## src/design/csp_pkg.sv

```systemverilog
// Package for the alignment op string parser: request and response types,
// character codes, op and error codes, and the op letter decoder. No dependencies.
`default_nettype none
package csp_pkg;

   localparam int CSP_MAX_DIGITS = 10;
   localparam logic [5:0] CSP_MAX_OPS_RESET = 6'd50;

   localparam logic [7:0] CHAR_NUL      = 8'h00;
   localparam logic [7:0] CHAR_ZERO     = 8'h30;
   localparam logic [7:0] CHAR_NINE     = 8'h39;
   localparam logic [7:0] CHAR_EQUAL    = 8'h3D;
   localparam logic [7:0] CHAR_MISMATCH = 8'h58;
   localparam logic [7:0] CHAR_MATCH    = 8'h4D;
   localparam logic [7:0] CHAR_INSERT   = 8'h49;
   localparam logic [7:0] CHAR_DELETE   = 8'h44;
   localparam logic [7:0] CHAR_SOFT     = 8'h53;
   localparam logic [7:0] CHAR_HARD     = 8'h48;
   localparam logic [7:0] CHAR_SKIP     = 8'h4E;

   typedef enum logic [1:0] {
      PHASE_IDLE   = 2'd0,
      PHASE_ACTIVE = 2'd1
   } phase_type;

   typedef enum logic [1:0] {
      KIND_OP    = 2'd0,
      KIND_DONE  = 2'd1,
      KIND_ERROR = 2'd2
   } kind_type;

   typedef enum logic [2:0] {
      OP_EQUAL    = 3'd0,
      OP_MISMATCH = 3'd1,
      OP_MATCH    = 3'd2,
      OP_INSERT   = 3'd3,
      OP_DELETE   = 3'd4,
      OP_SOFT     = 3'd5,
      OP_HARD     = 3'd6,
      OP_SKIP     = 3'd7
   } op_type_type;

   typedef enum logic [2:0] {
      ERR_DIGITS     = 3'd0,
      ERR_ZERO_COUNT = 3'd1,
      ERR_BAD_OP     = 3'd2,
      ERR_TOO_MANY   = 3'd3,
      ERR_EMPTY      = 3'd4
   } error_code_type;

   typedef struct packed {
      logic [7:0]         character;
      logic               first;
      logic signed [31:0] aligned_pos;
   } req_type;

   typedef struct packed {
      kind_type           kind;
      op_type_type        op_type;
      logic [29:0]        op_length;
      logic signed [31:0] op_pos;
      logic [5:0]         op_index;
      logic [5:0]         n_ops;
      logic signed [31:0] final_pos;
      error_code_type     error_code;
   } rsp_type;

   typedef struct packed {
      logic    emit;
      rsp_type rsp;
   } step_type;

   typedef struct packed {
      logic        valid;
      op_type_type op;
      logic        advances;
   } op_decode_type;

   function automatic op_decode_type decode_op(input logic [7:0] c);
      op_decode_type d;
      d.valid    = 1'b1;
      d.advances = 1'b1;
      d.op       = OP_EQUAL;
      unique case (c)
         CHAR_EQUAL:    d.op = OP_EQUAL;
         CHAR_MISMATCH: d.op = OP_MISMATCH;
         CHAR_MATCH:    d.op = OP_MATCH;
         CHAR_INSERT: begin
            d.op       = OP_INSERT;
            d.advances = 1'b0;
         end
         CHAR_DELETE:   d.op = OP_DELETE;
         CHAR_SOFT: begin
            d.op       = OP_SOFT;
            d.advances = 1'b0;
         end
         CHAR_HARD: begin
            d.op       = OP_HARD;
            d.advances = 1'b0;
         end
         CHAR_SKIP:     d.op = OP_SKIP;
         default: begin
            d.valid    = 1'b0;
            d.advances = 1'b0;
         end
      endcase
      return d;
   endfunction

endpackage
`default_nettype wire

```

## src/design/csp_input_reg.sv

```systemverilog
// Input register of the parser: holds one accepted request until the parse
// stage consumes it. Depends on csp_pkg.
`default_nettype none
module csp_input_reg
   import csp_pkg::*;
(
   input  wire logic    clock,
   input  wire logic    reset,
   input  wire logic    req_valid,
   input  wire req_type req_data,
   output logic         req_stall,
   input  wire logic    advance,
   output logic         item_valid,
   output req_type      item
);

   logic    valid_ff, valid_in;
   req_type data_ff, data_in;
   logic    accept;

   assign req_stall  = valid_ff && !advance;
   assign accept     = req_valid && !req_stall;
   assign item_valid = valid_ff;
   assign item       = data_ff;

   always_comb begin
      valid_in = valid_ff;
      data_in  = data_ff;
      if (accept) begin
         valid_in = 1'b1;
         data_in  = req_data;
      end else if (advance) begin
         valid_in = 1'b0;
      end
   end

   always_ff @(posedge clock) begin
      if (reset) begin
         valid_ff <= 1'b0;
      end else begin
         valid_ff <= valid_in;
      end
      data_ff <= data_in;
   end

endmodule
`default_nettype wire

```

## src/design/csp_parse.sv

```systemverilog
// Parse stage: the string state, the op count limit register and the
// per-character step logic. Depends on csp_pkg.
`default_nettype none
module csp_parse
   import csp_pkg::*;
#(
   parameter int MAX_DIGITS = CSP_MAX_DIGITS
) (
   input  wire logic       clock,
   input  wire logic       reset,
   input  wire logic       csr_wr_en,
   input  wire logic [5:0] csr_wr_data,
   input  wire logic       step_en,
   input  wire req_type    item,
   output step_type        step
);

   phase_type   phase_ff, phase_in;
   logic [3:0]  digits_ff, digits_in;
   logic [29:0] acc_ff, acc_in;
   logic [31:0] pos_ff, pos_in;
   logic [5:0]  ops_ff, ops_in;
   logic [5:0]  max_ops_ff;

   phase_type     phase_w;
   logic [3:0]    digits_w;
   logic [29:0]   acc_w;
   logic [31:0]   pos_w;
   logic [5:0]    ops_w;
   logic [29:0]   acc_ten;
   logic          is_digit;
   op_decode_type dec;

   assign acc_ten  = {acc_w[26:0], 3'b000} + {acc_w[28:0], 1'b0};
   assign is_digit = (item.character >= CHAR_ZERO) && (item.character <= CHAR_NINE);
   assign dec      = decode_op(item.character);

   always_comb begin
      phase_w  = phase_ff;
      digits_w = digits_ff;
      acc_w    = acc_ff;
      pos_w    = pos_ff;
      ops_w    = ops_ff;
      if (item.first) begin
         phase_w  = PHASE_ACTIVE;
         digits_w = '0;
         acc_w    = '0;
         pos_w    = item.aligned_pos;
         ops_w    = '0;
      end

      phase_in  = phase_w;
      digits_in = digits_w;
      acc_in    = acc_w;
      pos_in    = pos_w;
      ops_in    = ops_w;
      step      = '0;

      if (phase_w == PHASE_ACTIVE) begin
         if (digits_w == 4'd0 && acc_w == 30'd0 && ops_w >= max_ops_ff) begin
            step.emit           = 1'b1;
            step.rsp.kind       = KIND_ERROR;
            step.rsp.error_code = ERR_TOO_MANY;
            phase_in            = PHASE_IDLE;
         end else if (item.character == CHAR_NUL && digits_w == 4'd0) begin
            step.emit = 1'b1;
            phase_in  = PHASE_IDLE;
            if (ops_w == 6'd0) begin
               step.rsp.kind       = KIND_ERROR;
               step.rsp.error_code = ERR_EMPTY;
            end else begin
               step.rsp.kind      = KIND_DONE;
               step.rsp.n_ops     = ops_w;
               step.rsp.final_pos = pos_w;
            end
         end else if (is_digit) begin
            if (({1'b0, digits_w} + 5'd1) >= 5'(MAX_DIGITS)) begin
               step.emit           = 1'b1;
               step.rsp.kind       = KIND_ERROR;
               step.rsp.error_code = ERR_DIGITS;
               phase_in            = PHASE_IDLE;
            end else begin
               acc_in    = acc_ten + {26'd0, item.character[3:0]};
               digits_in = digits_w + 4'd1;
            end
         end else if (acc_w == 30'd0) begin
            step.emit           = 1'b1;
            step.rsp.kind       = KIND_ERROR;
            step.rsp.error_code = ERR_ZERO_COUNT;
            phase_in            = PHASE_IDLE;
         end else if (!dec.valid) begin
            step.emit           = 1'b1;
            step.rsp.kind       = KIND_ERROR;
            step.rsp.error_code = ERR_BAD_OP;
            phase_in            = PHASE_IDLE;
         end else if (({1'b0, ops_w} + 7'd1) >= {1'b0, max_ops_ff}) begin
            step.emit           = 1'b1;
            step.rsp.kind       = KIND_ERROR;
            step.rsp.error_code = ERR_TOO_MANY;
            phase_in            = PHASE_IDLE;
         end else begin
            step.emit          = 1'b1;
            step.rsp.kind      = KIND_OP;
            step.rsp.op_type   = dec.op;
            step.rsp.op_length = acc_w;
            step.rsp.op_pos    = pos_w;
            step.rsp.op_index  = ops_w;
            if (dec.advances) begin
               pos_in = pos_w + {2'b00, acc_w};
            end
            ops_in    = ops_w + 6'd1;
            digits_in = '0;
            acc_in    = '0;
         end
      end
   end

   always_ff @(posedge clock) begin
      if (reset) begin
         phase_ff   <= PHASE_IDLE;
         digits_ff  <= '0;
         acc_ff     <= '0;
         pos_ff     <= '0;
         ops_ff     <= '0;
         max_ops_ff <= CSP_MAX_OPS_RESET;
      end else begin
         if (step_en) begin
            phase_ff  <= phase_in;
            digits_ff <= digits_in;
            acc_ff    <= acc_in;
            pos_ff    <= pos_in;
            ops_ff    <= ops_in;
         end
         if (csr_wr_en) begin
            max_ops_ff <= csr_wr_data;
         end
      end
   end

endmodule
`default_nettype wire

```

## src/design/csp_output_reg.sv

```systemverilog
// Response register of the parser: holds one result until the receiver takes
// it and tells the parse stage when it may produce the next. Depends on csp_pkg.
`default_nettype none
module csp_output_reg
   import csp_pkg::*;
(
   input  wire logic     clock,
   input  wire logic     reset,
   input  wire logic     step_en,
   input  wire step_type step,
   output logic          out_free,
   output logic          rsp_valid,
   output rsp_type       rsp_data,
   input  wire logic     rsp_stall
);

   logic    valid_ff, valid_in;
   rsp_type data_ff, data_in;

   assign out_free  = !valid_ff || !rsp_stall;
   assign rsp_valid = valid_ff;
   assign rsp_data  = data_ff;

   always_comb begin
      valid_in = valid_ff && rsp_stall;
      data_in  = data_ff;
      if (step_en && step.emit) begin
         valid_in = 1'b1;
         data_in  = step.rsp;
      end
   end

   always_ff @(posedge clock) begin
      if (reset) begin
         valid_ff <= 1'b0;
      end else begin
         valid_ff <= valid_in;
      end
      data_ff <= data_in;
   end

endmodule
`default_nettype wire

```

## src/design/cigar_string_parser_unit.sv

```systemverilog
// Top level of the alignment op string parser.
// Depends on csp_pkg, csp_input_reg, csp_parse and csp_output_reg.
//
// Each request carries one character of an op string; a request with first
// set starts a new string and loads its start position. Digits build a count,
// and each op letter yields one op response with type, count, position and
// index. A zero character after an op ends the string with a done response, and
// every failure yields one error response, after which characters are ignored
// until the next first request. Many requests yield no response.
// The csr port writes the op count limit; write it only while the block is idle.
// A request is taken into the input register, and its response, if any, is
// written into the response register when the parse stage takes the request.
// One request is accepted every cycle while the receiver keeps up; the
// combinational parse step between the two registers sets that rate.
// When the receiver stalls, the response register holds and the input register
// fills, after which req_stall is raised until the response is taken.
// Synchronous reset empties both registers, returns the parser to idle with
// all counts and the position at zero, and sets the op limit to 50.
`default_nettype none
module cigar_string_parser_unit
   import csp_pkg::*;
#(
   parameter int MAX_DIGITS = CSP_MAX_DIGITS
) (
   input  wire logic       clock,
   input  wire logic       reset,
   input  wire logic       req_valid,
   input  wire req_type    req_data,
   output logic            req_stall,
   output logic            rsp_valid,
   output rsp_type         rsp_data,
   input  wire logic       rsp_stall,
   input  wire logic       csr_wr_en,
   input  wire logic [5:0] csr_wr_data
);

   logic     item_valid;
   req_type  item;
   logic     out_free;
   logic     advance;
   step_type step;

   assign advance = item_valid && out_free;

   csp_input_reg u_input_reg (
      .clock      (clock),
      .reset      (reset),
      .req_valid  (req_valid),
      .req_data   (req_data),
      .req_stall  (req_stall),
      .advance    (advance),
      .item_valid (item_valid),
      .item       (item)
   );

   csp_parse #(
      .MAX_DIGITS (MAX_DIGITS)
   ) u_parse (
      .clock       (clock),
      .reset       (reset),
      .csr_wr_en   (csr_wr_en),
      .csr_wr_data (csr_wr_data),
      .step_en     (advance),
      .item        (item),
      .step        (step)
   );

   csp_output_reg u_output_reg (
      .clock     (clock),
      .reset     (reset),
      .step_en   (advance),
      .step      (step),
      .out_free  (out_free),
      .rsp_valid (rsp_valid),
      .rsp_data  (rsp_data),
      .rsp_stall (rsp_stall)
   );

endmodule
`default_nettype wire

```

## config.mk

```make
export PLATFORM = sky130hd
export DESIGN_NAME = cigar_string_parser_unit
export DESIGN_NICKNAME = d
export VERILOG_FILES = /design/src/design/csp_pkg.sv /design/src/design/csp_input_reg.sv /design/src/design/csp_parse.sv /design/src/design/csp_output_reg.sv /design/src/design/cigar_string_parser_unit.sv
export SDC_FILE = /design/constraint.sdc
export NUM_CORES = 1
export LEC_CHECK = 0
export ABC_AREA = 1
export BUFFER_PORTS_ARGS = -buffer_cell sky130_fd_sc_hd__buf_2
export CAP_MARGIN = 10
export CELL_PAD_IN_SITES_DETAIL_PLACEMENT = 2
export CELL_PAD_IN_SITES_GLOBAL_PLACEMENT = 2
export CORE_MARGIN = 2
export CORE_UTILIZATION = 30
export DETAILED_ROUTE_END_ITERATION = 12
export GPL_TIMING_DRIVEN = 0
export PLACE_DENSITY_LB_ADDON = 0.05
export SLEW_MARGIN = 30
export SYNTH_ARGS = -nofsm -noshare
export SYNTH_HDL_FRONTEND = slang
export SYNTH_SLANG_ARGS = --single-unit
export TNS_END_PERCENT = 1
```

## constraint.sdc

```tcl
create_clock -name clock -period 7.78 [get_ports clock]
set_input_delay 0.778 -clock clock [delete_from_list [all_inputs] [get_ports clock]]
set_output_delay 0.778 -clock clock [all_outputs]
set_load 0.05 [all_outputs]
```

==> Word level (Yosys, flattened, before mapping) <==
Index checks and enable logic that the tools add are counted.
{ "word_totals": {"register_bits": 237, "output_inout_bits": 116, "inputBits": 52} }
{ "op_classes": {"add_sub_neg": 7, "muxes": 74, "n_reduce_logical": 24, "n_lt_le_gt_ge": 5, "bitwise": 3, "n_eq_ne": 9} }
{ "op_table": {"columns": ["cell", "n"], "rows": [
  ["two-way mux 71 bit", 5],
  ["two-way mux 32 bit", 9],
  ["two-way mux 30 bit", 9],
  ["two-way mux 115 bit", 1],
  ["two-way mux 109 bit", 1],
  ["two-way mux 38 bit", 2],
  ["== test 8 x 7 -> 1 bit, second input constant", 7],
  ["two-way mux 6 bit", 8],
  ["two-way mux 3 bit", 12],
  ["two-way mux 4 bit", 9],
  ["adder 32 x 30 -> 32 bit", 1],
  ["adder 30 bit", 1],
  ["adder 30 x 4 -> 30 bit", 1],
  ["logical NOT 30 bit", 1],
  ["two-way mux 2 bit", 12],
  ["case mux 3 bit (7 select lines)", 1],
  ["logical AND 1 bit", 9],
  ["== test 8 x 6 -> 1 bit, second input constant", 1],
  ["greater-or-equal comparator 8 x 6 -> 1 bit, second input constant", 1],
  ["<= comparator 8 x 6 -> 1 bit, second input constant", 1],
  ["logical NOT 8 bit", 1],
  ["OR reduction 8 bit", 1],
  ["adder 6 x 1 -> 7 bit, second input constant", 1],
  ["greater-or-equal comparator 7 x 6 -> 1 bit", 1],
  ["17 further kinds", 26]
]} }

==> Longest topological paths before layout <==
{ "logic_depth": {"ltp_word": 12, "ltp_mapped": 26, "depth_no_buf": 22} }

==> Hierarchy <==
Synthesis repeated with hierarchy kept, for this count alone.
{ "unflattened": {"cells_unflattened": 1963, "area_unflattened_um2": 14816.7} }
{ "by_module_without_submodules": {"columns": ["mod", "n_inst", "cells_per_inst", "area_per_inst_um2", "seq_area_each_um2"], "rows": [
  ["csp_parse", 1, 1794, 10065.9, 1601.5],
  ["csp_output_reg", 1, 119, 3465.8, 3443.3],
  ["csp_input_reg", 1, 48, 1277.5, 1251.2],
  ["cigar_string_parser_unit", 1, 2, 7.5, 0.0]
]} }

==> Least setup slack after synthesis <==
OpenSTA, ideal clock, no wires.
{ "synth_timing": {"path_type": "reg-to-reg", "from": "reg u_input_reg.data_ff (netlist bit u_input_reg.item[32])", "to": "reg u_output_reg.data_ff (netlist bit u_output_reg.rsp_data[0]) (enable)", "path_slack_ns": 0.062, "t_arrival_ns": 7.128, "stages_incl_launch_ff": 18, "n_path_buf": 4, "period_less_slack_ns": 7.718, "required_time_ns": 7.190, "cell_sequence": "edfxtp_1 -> buf_6 -> buf_2 -> clkbuf_1 -> clkbuf_1 -> nor2_1 -> inv_1 -> ha_1 -> nand2_1 -> nor2_1 -> nand2_1 -> nand3_1 -> nand2_1 -> inv_1 -> nand2_4 -> inv_2 -> nor2_1 -> nor2_1"} }
{ "synth_between": {"word_cells_on_any_way": 20, "classes_between": "1 x add/sub; 2 x order compare; 1 x eq/ne; 10 x mux; 6 x reduce/logical"} }
{ "synth_rtl": {"columns": ["item", "line", "text"], "rows": [
  ["from (decl)", "csp_input_reg.sv:18", "req_type data_ff, data_in;"],
  ["from (signal assigned)", "csp_input_reg.sv:43", "data_ff <= data_in;"],
  ["two-way mux 6 bit", "csp_parse.sv:44", "if (item.first) begin"],
  ["via u_parse.ops_w[0]", "csp_parse.sv:29", "logic [5:0] ops_w;"],
  ["greater-or-equal comparator 6 bit", "csp_parse.sv:60", "if (digits_w == 4'd0 && acc_w == 30'd0 && ops_w >= max_ops_ff) begin"],
  ["logical AND 1 bit", "csp_parse.sv:60", null],
  ["two-way mux 3 bit", "csp_parse.sv:60", null],
  ["two-way mux 115 bit", "csp_parse.sv:59", "if (phase_w == PHASE_ACTIVE) begin"],
  ["logical AND 1 bit", "csp_output_reg.sv:27", "if (step_en && step.emit) begin"],
  ["to (signal assigned)", "csp_output_reg.sv:39", "data_ff <= data_in;"],
  ["to (decl)", "csp_output_reg.sv:18", "rsp_type data_ff, data_in;"]
]} }
The timed path passes the listed nets, and every way through them passes these cells.
A chain may end at the register's enable or synchronous reset.

==> Final worst setup path <==
{ "layout_timing": {"from": "reg u_input_reg.data_ff (netlist bit u_input_reg.item[32])", "to": "reg u_output_reg.data_ff (netlist bit u_output_reg.rsp_data[107]), data pin"} }
{ "layout_between": {"word_cells_on_any_way": 15, "classes_between": "1 x add/sub; 2 x order compare; 1 x eq/ne; 4 x mux; 1 x bitwise; 6 x reduce/logical"} }
{ "layout_rtl": {"columns": ["item", "line"], "rows": [
  ["two-way mux 6 bit *", "csp_parse.sv:44"],
  ["via u_parse.ops_w[0]", "csp_parse.sv:29"],
  ["adder 6 x 1 -> 7 bit / greater-or-equal comparator 6 bit (equally long branches)", "csp_parse.sv:96, csp_parse.sv:60"],
  ["greater-or-equal comparator 7 x 6 -> 1 bit / logical AND 1 bit (equally long branches)", "csp_parse.sv:96, csp_parse.sv:60"],
  ["OR reduction 7 bit (no line) *", null]
]} }
Mark *: on every way through the listed nets, which the timed path passes. The rest lies on a longest branch.

==> results.json <==
{
  "outcome": "completed",
  "synth_area_um2": 15000,
  "async_flop_share": 0,
  "hold_class": "in2reg",
  "regArea_um2": 6300,
  "grt_pass1_vias": 15800,
  "ctsHoldBuffers": 0,
  "synth_area_per_cell_um2": 7.55,
  "route.detailed.wl_per_inst_um": 23.3,
  "cts_buffer_depth": 3,
  "critPathMostFrequentCell": "nand2_1",
  "finClkSkew_ps": 15.1,
  "clk_latency_ps": 600,
  "slowest_delay_ps": 760,
  "cp_max_fo": 10,
  "grt_max_degree": 30,
  "crit-reg2reg-launch": "u_input_reg.item[32]$_DFFE_PP_",
  "placementRows": 81,
  "syn_nets": 2119,
  "worst-path-buf-inv": 7,
  "grt_pass1_wl_um": 99700,
  "leakagePower_uw": 0.00834,
  "numCtsBuffers": 31,
  "layout_commonest_cell": "nand2_1",
  "holdWs_ps": 354,
  "via_per_inst": 5.03,
  "clkSinkCount": 237,
  "period_share": 0.767,
  "cts_tree": "built",
  "htree_num_levels": 1,
  "n_fill_cell": 5888,
  "drv_cap": 0,
  "synthCells": 1982,
  "max_slew_margin": 0.310,
  "clk_pin_slew_worst_paths_ps": 60,
  "synth_edf_count": 155,
  "port-buffer-count": 167,
  "dieArea_um2": 51700,
  "synth_seq_cells": 237,
  "finalWirelength_um": 67100,
  "max_freq_mhz": 168,
  "layout_common_cells": "nand2_1, nor2_1, inv_1",
  "crit_path_end_kind": "register",
  "hold_viol": 0,
  "cts-resized-gates": 0,
  "dr.first_iter.drc_count": 581,
  "die_h_um": 227,
  "synth.area.mux_share": 0,
  "required_ps": 8110,
  "crit_family": "buffers and inverters",
  "cp.depth": 21,
  "vias": 14500,
  "tightest_slew_ps": 1040,
  "chipWidth_um": 227,
  "min_period_ps": 5960,
  "nets": 2326,
  "powerDensity_nw_per_um2": 188,
  "synth_compound_gate_area_share": 0.122,
  "multi_input_area_um2": 7380,
  "holdCritStartpoint": "req_data[33]",
  "antenna_found_initial": 3,
  "drtPass1Iterations": 4,
  "synth_xor_area_frac": 0.0187,
  "peakVddDrop_v": 0.000169,
  "grtUsageTotal": 0.262,
  "cts_root_buffer": "clkbuf_16",
  "dpl.hpwl_um": 54100,
  "synth_ff_type": "edfxtp_1",
  "synthTopCellsByArea": "edfxtp_1, nand2_1, dfxtp_1",
  "setup-tns-final_ps": 0,
  "synth_top_area_share": 0.311,
  "synth_simple_gate_area_frac": 0.279,
  "slew_violations": 0,
  "ios": 168,
  "synthToLayoutAreaGrowth_pct": 19.5,
  "postCtsSetupRepairBufs": 0,
  "gp_congestion": 0.931,
  "layout-drive-gt1-share": 0.144,
  "path_cells": "buf_6, buf_2, clkbuf_1, clkbuf_1, nor2_1, ha_1, xnor2_1, inv_1, ha_1, a21oi_1, nand2_1, nand2_1, nand2_1, nand2_1, nand2_1, nand2_1, nand4_4, nor2_4, inv_2, clkbuf_1, nor3_1",
  "critPathLaunchType": "register",
  "post-synth-top-area-cell": "edfxtp_1",
  "synth_cell_types": 57,
  "final_core_util": 0.364,
  "drc": 0,
  "yosys_warnings": 0,
  "startpoint": "u_input_reg.item[32]$_DFFE_PP_",
  "hold_depth": 1,
  "finalSetupViolCount": 0,
  "yosys.area_share.adder": 0.0721,
  "grt_setup_unrepaired": "false",
  "antenna_left": 0,
  "overflow": 0,
  "ff2ff_path_depth": 21,
  "arrival_ps": 6290,
  "cp_slowest_cell": "clkbuf_1",
  "start_util": 0.305,
  "crit_type": "reg2reg",
  "ys_seq_area_frac": 0.421,
  "synth_top_family_by_area": "simple AND/OR/NAND/NOR gates",
  "fp.coreArea_um2": 49100
}
[synth_stat cells, drive strengths merged (6+ instances only)]
library cell / instances
xor2: 22
a21oi: 171
edfxtp: 155
nor2: 290
clkbuf: 28
buf: 28
o21ai: 117
o211ai: 6
nand4: 21
xnor2: 10
o21bai: 12
nand2: 466
nand3: 133
dfxtp: 82
inv: 263
or2: 24
a31oi: 6
ha: 83
a21o: 8
nor3: 27
[report_power, final]
part / internal [µW] / switching [µW]
Sequential: 1380 / 22.0
Clock: 902 / 603
Combinational: 119 / 324
[sequential cells by signal, summed over array words and instances, names as in the netlist]
signal and count:
u_parse.digits_ff 4, u_output_reg.rsp_data 114, u_input_reg.item 41, u_output_reg.rsp_valid 1
u_parse.phase_ff 2, u_parse.max_ops_ff 6, u_parse.acc_ff 30, u_parse.pos_ff 32
u_parse.ops_ff 6, u_input_reg.item_valid 1
[metrics by stage]
stage | instance area [µm²] | cells | setup WS, ps | power (µW)
2_1_floorplan | 15000 | 1982 | 62.3 | 1700
3_3_place_gp | 16600 | 2813 | -4200 | 1860
3_5_place_dp | 16800 | 2820 | 1750 | 1870
4_1_cts | 17900 | 2877 | 1740 | 3390
5_1_grt | 17900 | 2878 | 1510 | 3480
6_report | 17900 | 2878 | 1820 | 3350
[cell families (layout without fill, tap and decap cells)]
group / Yosys count / after routing
AND/OR/NAND/NOR: 974 / 974
adder cells (fa/ha/maj): 85 / 85
XOR/XNOR: 32 / 32
other: 0 / 1
flip-flops: 237 / 237
AO/OA/AOI/OAI: 335 / 335
buffers and inverters: 319 / 550
[final cells by class]
cell class | count | area share
well taps | 664 | 0.0465
flip-flops and latches | 237 | 0.352
plain buffers | 56 | 0.0167
diodes | 1 | 0.000140
clock inverters | 19 | 0.0127
inverters | 263 | 0.0558
multi-input cells | 1426 | 0.413
repair buffers | 174 | 0.0571
clock buffers | 38 | 0.0454
[worst register-to-register path, stage by stage, from the launching register on]
cell and delay [ps]:
edfxtp_1 340, buf_6 200, buf_2 380, clkbuf_1 590, clkbuf_1 770, nor2_1 320
ha_1 320, xnor2_1 160, inv_1 100, ha_1 320, a21oi_1 160, nand2_1 70
nand2_1 60, nand2_1 90, nand2_1 80, nand2_1 50, nand2_1 140, nand4_4 260
nor2_4 280, inv_2 100, clkbuf_1 380, nor3_1 540
[metal layers]
metal  vias to the layer above  GRT usage  part of all wire
met5                         -          0           0.00019
met4                         2     0.0622             0.024
met3                        79     0.0299             0.032
met2                       237      0.467              0.50
met1                      7228      0.338              0.44
li1                       6939          -                 -
[path summary, 6_finish.rpt]
kind	to	slack, ps
max	u_output_reg.rsp_data[107]$_SDFFCE_PP0P_	1820
min	u_input_reg.item[33]$_DFFE_PP_	350
max reg2reg	u_output_reg.rsp_data[107]$_SDFFCE_PP0P_	1820
min reg2reg	u_parse.pos_ff[11]$_SDFFE_PP0P_	470
Power figures use the tool's default switching activity.
